$ cat src/hw/rtl/rfbp_pkg.sv
// Shared types and constants for the ranging frame byte parser.
// No dependencies; the assembler and the top level use this package.
package rfbp_pkg;

  localparam int unsigned BYTE_W    = 8;
  localparam int unsigned FRAME_LEN = 8;
  localparam int unsigned POS_W     = $clog2(FRAME_LEN);
  localparam logic [POS_W-1:0] LAST_POS  = POS_W'(FRAME_LEN - 1);
  localparam logic [POS_W-1:0] FIRST_POS = '0;

  // Frame kind byte expected at position 1.
  localparam logic [BYTE_W-1:0] KIND_BYTE = 8'h05;

  // Configuration register map.
  localparam int unsigned CFG_IDX_W  = 1;
  localparam int unsigned CFG_DATA_W = BYTE_W;
  typedef enum logic [CFG_IDX_W-1:0] {
    REG_HEAD_VALUE = 1'b0,
    REG_TAIL_VALUE = 1'b1
  } cfg_reg_t;

  localparam logic [BYTE_W-1:0] HEAD_RESET = 8'd170;
  localparam logic [BYTE_W-1:0] TAIL_RESET = 8'd85;

  typedef enum logic [2:0] {
    ST_OK          = 3'd0,
    ST_WAIT        = 3'd1,
    ST_LEN_ERR     = 3'd2,
    ST_OVF_ERR     = 3'd3,
    ST_CONTENT_ERR = 3'd4
  } status_t;

  typedef struct packed {
    status_t     status;
    logic [15:0] sender_addr;
    logic [15:0] distance_cm;
    logic [7:0]  rssi_raw;
  } result_t;

endpackage

$ cat src/hw/rtl/rfbp_if.sv
// Stream channel interfaces for the ranging frame byte parser.
// Depends on nothing; valid/ready handshake with source and sink modports.
interface rfbp_in_if;
  logic       valid;
  logic       ready;
  logic [7:0] rx_byte;

  modport source (output valid, output rx_byte, input ready);
  modport sink   (input valid, input rx_byte, output ready);
endinterface

interface rfbp_out_if;
  logic        valid;
  logic        ready;
  logic [2:0]  status;
  logic [15:0] sender_addr;
  logic [15:0] distance_cm;
  logic [7:0]  rssi_raw;

  modport source (output valid, output status, output sender_addr,
                  output distance_cm, output rssi_raw, input ready);
  modport sink   (input valid, input status, input sender_addr,
                  input distance_cm, input rssi_raw, output ready);
endinterface

$ cat src/hw/rtl/rfbp_assembler.sv
// Frame assembly state and per-byte decision logic.
// Depends on rfbp_pkg: holds the byte position and the stored frame bytes.
module rfbp_assembler (
  input  logic                        clk,
  input  logic                        rst_n,
  input  logic                        adv,
  input  logic [rfbp_pkg::BYTE_W-1:0] rx_byte,
  input  logic [rfbp_pkg::BYTE_W-1:0] head_value,
  input  logic [rfbp_pkg::BYTE_W-1:0] tail_value,
  output rfbp_pkg::result_t           res
);

  logic [rfbp_pkg::POS_W-1:0]  pos_r;
  logic [rfbp_pkg::POS_W-1:0]  pos_nxt;
  // Byte 7 is never stored: on completion it equals the tail by definition.
  logic [rfbp_pkg::BYTE_W-1:0] frame_r [rfbp_pkg::FRAME_LEN-1];
  logic                        wr_en;
  logic [rfbp_pkg::POS_W-1:0]  wr_pos;
  logic                        is_head;
  logic                        is_tail;
  logic                        frame_good;

  assign is_head    = (rx_byte == head_value);
  assign is_tail    = (rx_byte == tail_value);
  assign frame_good = (frame_r[0] == head_value) && (frame_r[1] == rfbp_pkg::KIND_BYTE);

  always_comb begin
    pos_nxt = pos_r;
    wr_en   = 1'b0;
    wr_pos  = pos_r;
    res     = '{status: rfbp_pkg::ST_WAIT, sender_addr: '0, distance_cm: '0, rssi_raw: '0};
    priority if (is_head) begin
      wr_en   = 1'b1;
      wr_pos  = rfbp_pkg::FIRST_POS;
      pos_nxt = rfbp_pkg::POS_W'(1);
    end else if (is_tail) begin
      pos_nxt = rfbp_pkg::FIRST_POS;
      if (pos_r == rfbp_pkg::LAST_POS) begin
        if (frame_good) begin
          res.status      = rfbp_pkg::ST_OK;
          res.sender_addr = {frame_r[3], frame_r[2]};
          res.distance_cm = {frame_r[5], frame_r[4]};
          res.rssi_raw    = frame_r[6];
        end else begin
          res.status = rfbp_pkg::ST_CONTENT_ERR;
        end
      end else begin
        res.status = rfbp_pkg::ST_LEN_ERR;
      end
    end else if (pos_r != rfbp_pkg::LAST_POS) begin
      wr_en   = 1'b1;
      pos_nxt = pos_r + rfbp_pkg::POS_W'(1);
    end else begin
      pos_nxt    = rfbp_pkg::FIRST_POS;
      res.status = rfbp_pkg::ST_OVF_ERR;
    end
  end

  always_ff @(posedge clk) begin
    if (!rst_n) begin
      pos_r <= rfbp_pkg::FIRST_POS;
    end else if (adv) begin
      pos_r <= pos_nxt;
    end
  end

  always_ff @(posedge clk) begin
    if (adv && wr_en) begin
      frame_r[wr_pos] <= rx_byte;
    end
  end

  // A finished or failed frame always rewinds the position.
  a_rewind: assert property (@(posedge clk) disable iff (!rst_n)
    adv && (res.status != rfbp_pkg::ST_WAIT) |=> pos_r == rfbp_pkg::FIRST_POS)
    else $error("position not rewound after a frame result");

  // A good frame can only complete at the last position.
  a_ok_at_last: assert property (@(posedge clk) disable iff (!rst_n)
    adv && (res.status == rfbp_pkg::ST_OK) |-> pos_r == rfbp_pkg::LAST_POS)
    else $error("frame reported complete before the last position");

  // A head byte always restarts at position one.
  a_head_restart: assert property (@(posedge clk) disable iff (!rst_n)
    adv && is_head |=> pos_r == rfbp_pkg::POS_W'(1))
    else $error("head byte did not restart the frame");

endmodule

$ cat src/hw/rtl/ranging_frame_byte_parser.sv
// Top level of the ranging frame byte parser.
// Depends on rfbp_pkg, rfbp_in_if/rfbp_out_if and rfbp_assembler.
//
// Takes one received serial byte per request and returns exactly one result
// per byte: WAIT while a frame is being collected, OK with the sender address,
// distance and raw RSSI when an 8-byte frame closes with a valid head, kind
// byte 0x05 and tail, or LEN/OVF/CONTENT error codes otherwise; the data
// fields read zero for every status but OK. A byte equal to head_value always
// restarts the frame, even when head_value equals tail_value. The block takes
// one byte every clock cycle while the sink keeps taking results; a result is
// offered once its byte has moved through the input register and the
// position/compare logic has loaded the result register. The input register
// doubles as a skid stage, so one more byte is taken while a result waits on
// a stalled sink. Write head_value (index 0) and tail_value (index 1) only
// while no request is in flight.
module ranging_frame_byte_parser (
  input  logic                            clk,
  input  logic                            rst_n,
  rfbp_in_if.sink                         in_ch,
  rfbp_out_if.source                      out_ch,
  input  logic                            cfg_we,
  input  logic [rfbp_pkg::CFG_IDX_W-1:0]  cfg_index,
  input  logic [rfbp_pkg::CFG_DATA_W-1:0] cfg_wdata
);

  // Configuration registers.
  logic [rfbp_pkg::BYTE_W-1:0] head_r;
  logic [rfbp_pkg::BYTE_W-1:0] tail_r;

  // Input stage: one byte, also acts as skid when the output stalls.
  logic                        s1_valid_r;
  logic [rfbp_pkg::BYTE_W-1:0] s1_byte_r;

  // Result stage.
  logic                        out_valid_r;
  rfbp_pkg::result_t           out_res_r;

  logic                        in_fire;
  logic                        adv;
  rfbp_pkg::result_t           res;

  // Advance the input stage into the result register when that register is
  // empty or being drained this cycle.
  assign adv          = s1_valid_r && (!out_valid_r || out_ch.ready);
  assign in_ch.ready  = !s1_valid_r || adv;
  assign in_fire      = in_ch.valid && in_ch.ready;

  always_ff @(posedge clk) begin
    if (!rst_n) begin
      head_r <= rfbp_pkg::HEAD_RESET;
      tail_r <= rfbp_pkg::TAIL_RESET;
    end else if (cfg_we) begin
      unique case (rfbp_pkg::cfg_reg_t'(cfg_index))
        rfbp_pkg::REG_HEAD_VALUE: head_r <= cfg_wdata;
        rfbp_pkg::REG_TAIL_VALUE: tail_r <= cfg_wdata;
        default: ;
      endcase
    end
  end

  // Hold the accepted byte until it moves on.
  always_ff @(posedge clk) begin
    if (!rst_n) begin
      s1_valid_r <= 1'b0;
    end else if (in_fire) begin
      s1_valid_r <= 1'b1;
    end else if (adv) begin
      s1_valid_r <= 1'b0;
    end
  end

  always_ff @(posedge clk) begin
    if (in_fire) begin
      s1_byte_r <= in_ch.rx_byte;
    end
  end

  rfbp_assembler u_asm (
    .clk        (clk),
    .rst_n      (rst_n),
    .adv        (adv),
    .rx_byte    (s1_byte_r),
    .head_value (head_r),
    .tail_value (tail_r),
    .res        (res)
  );

  // Load a new result, or drop the valid once the sink takes it.
  always_ff @(posedge clk) begin
    if (!rst_n) begin
      out_valid_r <= 1'b0;
    end else if (adv) begin
      out_valid_r <= 1'b1;
    end else if (out_ch.ready) begin
      out_valid_r <= 1'b0;
    end
  end

  always_ff @(posedge clk) begin
    if (adv) begin
      out_res_r <= res;
    end
  end

  assign out_ch.valid       = out_valid_r;
  assign out_ch.status      = out_res_r.status;
  assign out_ch.sender_addr = out_res_r.sender_addr;
  assign out_ch.distance_cm = out_res_r.distance_cm;
  assign out_ch.rssi_raw    = out_res_r.rssi_raw;

  // Data fields stay zero for every status but OK.
  a_zero_fields: assert property (@(posedge clk) disable iff (!rst_n)
    out_valid_r && (out_res_r.status != rfbp_pkg::ST_OK) |->
      (out_res_r.sender_addr == '0) && (out_res_r.distance_cm == '0) &&
      (out_res_r.rssi_raw == '0))
    else $error("nonzero data fields on a non-OK result");

  // A byte moving on always lands in the result register.
  a_adv_lands: assert property (@(posedge clk) disable iff (!rst_n)
    adv |=> out_valid_r)
    else $error("advanced byte produced no result");

  // A stalled result with a full input stage blocks new requests.
  a_full_blocks: assert property (@(posedge clk) disable iff (!rst_n)
    s1_valid_r && out_valid_r && !out_ch.ready |-> !in_ch.ready)
    else $error("request accepted with both stages full");

endmodule
$ cat src/flat_wrapper.sv
// flat-port wrapper written by rule: the top's interface ports become plain ports
module ranging_frame_byte_parser_flat 
  (clk, rst_n, cfg_we, cfg_index, cfg_wdata, in_ch_valid, in_ch_rx_byte, in_ch_ready, out_ch_valid, out_ch_status, out_ch_sender_addr, out_ch_distance_cm, out_ch_rssi_raw, out_ch_ready);
  rfbp_in_if in_ch_i ();
  rfbp_out_if out_ch_i ();
  input  logic clk;
  input  logic rst_n;
  input  logic cfg_we;
  input  logic [rfbp_pkg::CFG_IDX_W-1:0] cfg_index;
  input  logic [rfbp_pkg::CFG_DATA_W-1:0] cfg_wdata;
  input wire logic [$bits(in_ch_i.valid)-1:0] in_ch_valid;
  input wire logic [$bits(in_ch_i.rx_byte)-1:0] in_ch_rx_byte;
  output wire logic [$bits(in_ch_i.ready)-1:0] in_ch_ready;
  output wire logic [$bits(out_ch_i.valid)-1:0] out_ch_valid;
  output wire logic [$bits(out_ch_i.status)-1:0] out_ch_status;
  output wire logic [$bits(out_ch_i.sender_addr)-1:0] out_ch_sender_addr;
  output wire logic [$bits(out_ch_i.distance_cm)-1:0] out_ch_distance_cm;
  output wire logic [$bits(out_ch_i.rssi_raw)-1:0] out_ch_rssi_raw;
  input wire logic [$bits(out_ch_i.ready)-1:0] out_ch_ready;
  assign in_ch_i.valid = in_ch_valid;
  assign in_ch_i.rx_byte = in_ch_rx_byte;
  assign in_ch_ready = in_ch_i.ready;
  assign out_ch_valid = out_ch_i.valid;
  assign out_ch_status = out_ch_i.status;
  assign out_ch_sender_addr = out_ch_i.sender_addr;
  assign out_ch_distance_cm = out_ch_i.distance_cm;
  assign out_ch_rssi_raw = out_ch_i.rssi_raw;
  assign out_ch_i.ready = out_ch_ready;
  ranging_frame_byte_parser u_core (.clk(clk), .rst_n(rst_n), .in_ch(in_ch_i), .out_ch(out_ch_i), .cfg_we(cfg_we), .cfg_index(cfg_index), .cfg_wdata(cfg_wdata));
endmodule
$ cat config.mk
export PLATFORM = sky130hd
export DESIGN_NAME = ranging_frame_byte_parser_flat
export DESIGN_NICKNAME = d
export VERILOG_FILES = /design/src/hw/rtl/rfbp_pkg.sv /design/src/hw/rtl/rfbp_if.sv /design/src/hw/rtl/rfbp_assembler.sv /design/src/hw/rtl/ranging_frame_byte_parser.sv /design/src/flat_wrapper.sv
export SDC_FILE = /design/constraint.sdc
export NUM_CORES = 1
export LEC_CHECK = 0
export CAP_MARGIN = 20
export CORE_UTILIZATION = 40
export DETAILED_ROUTE_END_ITERATION = 6
export DONT_BUFFER_PORTS = 1
export HOLD_SLACK_MARGIN = 0.02
export REMOVE_ABC_BUFFERS = 1
export SLEW_MARGIN = 20
export SYNTH_ARGS = -nofsm -noshare
export SYNTH_HDL_FRONTEND = slang
export SYNTH_SLANG_ARGS = --single-unit
export TNS_END_PERCENT = 50
$ cat constraint.sdc
create_clock -name clk -period 3.5 [get_ports clk]
set_input_delay 0.35 -clock clk [delete_from_list [all_inputs] [get_ports clk]]
set_output_delay 0.35 -clock clk [all_outputs]
set_load 0.05 [all_outputs]
==> qor.yml, run 1 <==
status: "finished, final reports clean"
skew_ps: 6.876
synth_seq_cells: 128
grt_pass1_wl_um: 14820
cts-buffers-inserted: 17
grt_max_degree: 42
switchingPower_w: 0.0008822
fp.dieW_um: 117.2
grt_pass1_vias: 2775
antenna_found_initial: 0
cts_hold_buf: 9
wirelength_um: 9361
cts_htree_levels: 4
gp_congestion: 0.7794
finalNetCount: 403
rrSetupSlack_ps: 850
core_area_um2: 12770
finalMaxSlewViolations: 0
swShare_pct: 23.86
cp-endpoint: "u_core.u_asm.frame_r[0][2]"
firstDrtPassIters: 4
yosysMostFrequentCell: "edfxtp_1"
cp_max_fo: 9
rsz0062_at_grt: "false"
ant_nets: 0
setup_viol: 0
worst_setup_path_end_kind: "flip-flop"
ys.warnings.count: 0
ir_worst_vdd_uv: 305.8
cts_setup_buffers: 0
cts_resized: 0
vias: 2746
power.density_nw_per_um2: 598.5
synth-edff-count: 107
yosysTopAreaCell: "edfxtp_1"
syn_avg_cell_area_um2: 14.90
insertedDiodeCount: 0
postSynthCellCount: 356
grt_overflow: 0
max_freq_mhz: 376.9
final_util_pct: 48.36
cts_tree: "done"
hp-class: "primary input to flip-flop"
synth.area.top_cells: "edfxtp_1 61%, nor4_2 8.3%, dfxtp_1 7.9%"
p_leak_nw: 2.090
clock-root-buffer: "clkbuf_16"
r2r-start: "u_core.s1_byte_r[1]"
required_ps: 3550
p_int_w: 0.002815
ys_async_sr_fraction_pct: 0
worstPathArrival_ps: 2700
pwr-share-clk_pct: 47.7
path_class: "flip-flop to flip-flop"
drive_gt1_share_pct: 23.08
synth_top_cell_area_share_pct: 60.57
wl_per_cell_um: 16.66
pin_count: 67
syn_area_um2: 5305
ys_types: 35
insertion_delay_ps: 420
seqPwrFrac_pct: 49.6
yosysSeqAreaShare_pct: 68.49
grtUsageTotal_pct: 15.24
crit_path_start: "u_core.s1_byte_r[1]"
finalSetupTns_ps: 0
yosys_most_used_dff: "edfxtp_1"
startpoint_type: "flip-flop"
relSlewSlack_pct: 49.22
fin_crit_ps: 2653
drc: 0
timing.rr.end: "u_core.u_asm.frame_r[0][2]"
combPwrFrac_pct: 2.7
clock-sinks: 128
max_slew.worst_pin.slew_ps: 761.7
start_util_pct: 41.53
area_growth_pct: 16.44
clkSlewWorstSetupHoldPaths_ps: 60
fin_crit_sh_pct: 75.81
max_cap_violations: 0
viasPerCell: 4.886
drt-initial-drc-count: 180
dieHeight_um: 117.2
dieArea_um2: 13730
synthTopCellsByCount: "107 x edfxtp_1, 42 x inv_1, 36 x nand2_1, 35 x nor4_2, 21 x dfxtp_1"
rows: 41
place_hpwl_um: 6527
cts_buffer_depth: 2
hold_viol: 0
pre_cts_ws_ps: 847.9
setup_ws_ps: 846.8
portBuffers: 0
r2r_cells: 8
-- worst min-delay path by stage --
stage          cells past startpoint                  end  slack (ps)   from
3_5_place_dp                       1     u_core.tail_r[6]         430  rst_n
5_1_grt                            1  u_core.out_ch.valid          50  rst_n
4_1_cts                            1  u_core.out_ch.valid          40  rst_n
3_3_place_gp                       1     u_core.head_r[3]         430  rst_n
6_report                           1  u_core.out_ch.valid          60  rst_n
2_1_floorplan                      1     u_core.head_r[1]         420  rst_n
-- placed cells by master (no fill, tap or decap), types with 2 or more instances in the layout --
master	instances
edfxtp_1	107
inv_1	41
nand2_1	36
nor4_2	35
dfxtp_1	21
clkbuf_16	17
xnor2_1	16
nand3_1	13
buf_4	10
dlygate4sd3_1	9
xor2_1	8
a21boi_0	8
nor4_4	7
inv_6	5
nand4_1	4
ha_1	4
nor2b_1	3
nand2b_1	3
and2_1	3
nor2_1	3
nor4_1	3
o21ai_0	3
nor3_1	3
clkinv_4	3
inv_2	2
a21oi_1	2
and4_1	2
nor4b_2	2
o31ai_1	2
clkinvlp_4	2
bufinv_16	2
inv_8	2
-- metal layers --
metal | GRT usage (%) | part of all wire [%]
met5 | 0 | 0
met3 | 4.737 | 3.7
met4 | 8.354 | 2.1
met1 | 17.77 | 45
met2 | 25.10 | 49
-- kinds of logic after synthesis --
family,share of synthesized area (%)
AOI/OAI and AO/OA,2.382
xor gates and xnor gates,3.962
adders and majority gates,0.9434
buffers and inverters,5.377
DFF,68.49
and+or+nand+nor,18.84
-- state kept, by name, indices dropped and copies added (netlist names), 8 cells and up --
signal	cells
u_core.tail_r	8
u_core.s1_byte_r	8
u_core.head_r	8
out_ch_rssi_raw	8
u_core.u_asm.frame_r	56
out_ch_sender_addr	16
out_ch_distance_cm	16
-- worst max-delay path: stages (launching register included) --
cell and delay, ps:
edfxtp_1 580, xnor2_1 210, nand4_1 100, nor2_1 100, inv_1 70, ha_1 200, nand2b_1 80, or3_1 300
a21oi_1 630
-- metrics by stage --
step | instance area [um^2] | hold WS [ps] | power (W) | cells
after floorplan | 5181 | 421.8 | 0.001921 | 339
after global placement | 5489 | 425.3 | 0.001951 | 521
after detailed placement | 5489 | 428.8 | 0.001957 | 521
after CTS | 6177 | 44.28 | 0.003721 | 562
after global routing | 6177 | 47.47 | 0.003800 | 562
final | 6177 | 56.16 | 0.003697 | 562
-- final cells by class --
class	count	area [um^2]
fill	1050	6596
sequential	128	3633
multi-input combinational	168	1404
clock buffer	17	425.4
tap	172	215.2
clock inverter	15	172.7
timing repair buffer	19	165.2
inverter	43	161.4
-- power by group through the flow --
stage	clock (W)	sequential, W	combinational [W]
after global routing	0.00185	0.00184	0.000111
after CTS	0.00179	0.00183	0.000100
after detailed placement	0	0.00187	0.0000899
after global placement	0	0.00186	0.0000876
after floorplan	0	0.00185	0.0000707
final	0.00176	0.00183	0.0000988
No activity file was read; power rests on OpenSTA's default activity.
==> run 2, diff against run 1 <==
ABC_AREA = 1   (was unset)
clock period = 2.6 ns   (was 3.5 ns; I/O delays follow)
==> qor.yml, run 2 <==
insertedDiodeCount: 0
skew_ps: 7.860
seqCellArea_um2: 3633
ir_worst_vdd_uv: 394.4
grt-busiest-layer: "met2"
worstPathArrival_ps: 2400
ys_types: 23
max_freq_mhz: 425.1
cts_htree_levels: 4
grt_overflow: 0
max_cap_violations: 0
r2r-start: "u_core.s1_byte_r[6]"
timing.rr.end: "u_core.u_asm.frame_r[2][1]"
holdPathEnd: "u_core.tail_r[5]"
largest_register_ffs: 56
synth-edff-count: 107
pre_cts_ws_ps: 156.0
grt_pass1_vias: 2807
required_ps: 2650
cp_max_fo: 10
portBuffers: 0
yosysTopAreaCell: "edfxtp_1"
clock-sinks: 128
grt_max_degree: 43
power.density_nw_per_um2: 807.5
yosysSeqAreaShare_pct: 70.50
insertion_delay_ps: 420
start_util_pct: 41.01
synth_top_cell_area_share_pct: 62.35
hold-path-cell-count: 2
path_delay_family: "simple AND/OR/NAND/NOR gates"
critPathMaxStageDelay_ps: 560
total_power_w: 0.005030
p_leak_nw: 2.337
firstDrtPassIters: 4
grt_pass1_wl_um: 15020
yosys_most_used_dff: "edfxtp_1"
dieArea_um2: 13340
finalNetCount: 481
grtUsageMet3_pct: 5.805
startpoint_type: "flip-flop"
viasPerCell: 4.580
cts_buffer_depth: 2
syn_avg_cell_area_um2: 12.51
setup_viol: 0
worst_setup_path_end_kind: "flip-flop"
core_area_um2: 12570
clkSlewWorstSetupHoldPaths_ps: 50
setup_ws_ps: 247.7
wl_per_cell_um: 14.60
synthTopCellsByCount: "107 x edfxtp_1, 77 x inv_1, 68 x nand2_1, 39 x nor3_2, 26 x nor2_1"
postSynthCellCount: 412
regMostFlops: "u_core.u_asm.frame_r"
finalSetupTns_ps: 0
drive_gt1_share_pct: 19.02
rsz0062_at_grt: "true"
vias: 2931
pin_count: 67
crit_slowest_cell: "edfxtp_1"
r2r_cells: 12
fin_crit_sh_pct: 90.47
wirelength_um: 9343
ys.warnings.count: 0
status: "finished, final reports clean"
ant_nets: 0
cts-buffers-inserted: 17
ys_async_sr_fraction_pct: 0
yosysMostFrequentCell: "edfxtp_1"
drt-initial-drc-count: 196
max_slew.worst_pin.slew_ps: 654.8
synth.area.top_cells: "edfxtp_1 62%, dfxtp_1 8.2%, nor3_2 7.6%"
antenna_found_initial: 0
synth_seq_cells: 128
final_common_cell: "edfxtp_1"
path_class: "flip-flop to flip-flop"
grtUsageTotal_pct: 15.98
rows: 41
fp.dieW_um: 115.5
drc: 0
multiInputGateArea_um2: 1155
area_growth_pct: 20.88
cts_setup_buffers: 0
final_cell_mix: "107 x edfxtp_1, 77 x inv_1, 68 x nand2_1"
final.fill_count: 1127
finalMaxSlewViolations: 0
placed_area_um2: 5446
syn_area_um2: 5154
crit_top_cell: "nand2_1"
path_cells: "inv_1 -> nand2_1 -> nand2_1 -> nor2_1 -> nand2_1 -> nor2_4 -> inv_1 -> ha_1 -> inv_1 -> nand2_1 -> nand3_1 -> nor2_1"
gp_congestion: 0.8518
place_hpwl_um: 6370
cp_num_buf_inv: 3
fin_crit_ps: 2352
rrSetupSlack_ps: 250
hold_viol: 0
worstHoldStart: "cfg_wdata[5]"
stdcell_area_um2: 6230
cts_tree: "done"
relSlewSlack_pct: 56.21
grtUsageMet2_pct: 25.27
dieHeight_um: 115.5
hp-class: "primary input to flip-flop"
clock-root-buffer: "clkbuf_16"
use_met1_pct: 19.72
## run 2: logic make-up (layout without fill, tap and decap cells)
logic type | count (synthesis) | count (layout) | share of synthesized area (%)
xor+xnor | 7 | 7 | 1.190
fa+ha+maj | 4 | 4 | 0.9711
buf+inv | 89 | 145 | 7.235
simple gates | 150 | 150 | 16.36
compound gates | 34 | 34 | 3.739
flops | 128 | 128 | 70.50
## run 2: power by group
group / switching [W] / internal (W) / leakage [nW]
logic: 0.000131 / 0.0000754 / 0.902
clock network: 0.000821 / 0.00156 / 0.287
registers: 0.000146 / 0.00230 / 1.15
## run 2: how the worst max path moves through the flow
stage | from | to | slack (ps) | cells past startpoint
2_1_floorplan | u_core.out_ch.valid | u_core.u_asm.frame_r[1][0] | -150 | 5
3_3_place_gp | u_core.s1_byte_r[6] | u_core.u_asm.frame_r[0][2] | 300 | 12
3_5_place_dp | u_core.s1_byte_r[6] | u_core.u_asm.frame_r[0][5] | 160 | 11
4_1_cts | u_core.s1_byte_r[6] | u_core.u_asm.frame_r[0][5] | 150 | 11
5_1_grt | u_core.s1_byte_r[6] | u_core.u_asm.frame_r[2][1] | -20 | 12
6_report | u_core.s1_byte_r[6] | u_core.u_asm.frame_r[2][1] | 250 | 12
## run 2: final cells by class
class / instances / share of cell area, %
Sequential cell: 128 / 58.32
Multi-Input combinational cell: 195 / 18.54
Clock buffer: 23 / 7.512
Timing Repair Buffer: 35 / 5.342
Inverter: 78 / 4.700
Tap cell: 172 / 3.455
Clock inverter: 9 / 2.129
## run 2: worst register-to-register path: cells and delay by family (launching register included)
family	cells	cell delay, ps
simple gates	8	1010
fa+ha+maj	1	180
buf+inv	3	230
flops	1	560
## run 2: stage by stage
stage / cells / hold slack (ps) / util [%]
final: 640 / 52.39 / 49.57
after global routing: 640 / 43.08 / 49.57
after CTS: 640 / 23.63 / 49.55
after detailed placement: 590 / 350.9 / 43.34
after global placement: 590 / 347.0 / 43.34
after floorplan: 401 / 344.1 / -
## run 2: what timing repair did
action	4_1_cts	5_1_grt
hold buffers	18	0
gates resized for setup	0	1
hold endpoints to repair	28	0
setup endpoints to repair	0	22
## run 2: metal layers
metal / vias up / share of wire (%)
li1: 1465 / -
met4: 0 / 1.3
met5: - / 0
met3: 12 / 5.1
met1: 1371 / 45
met2: 83 / 49
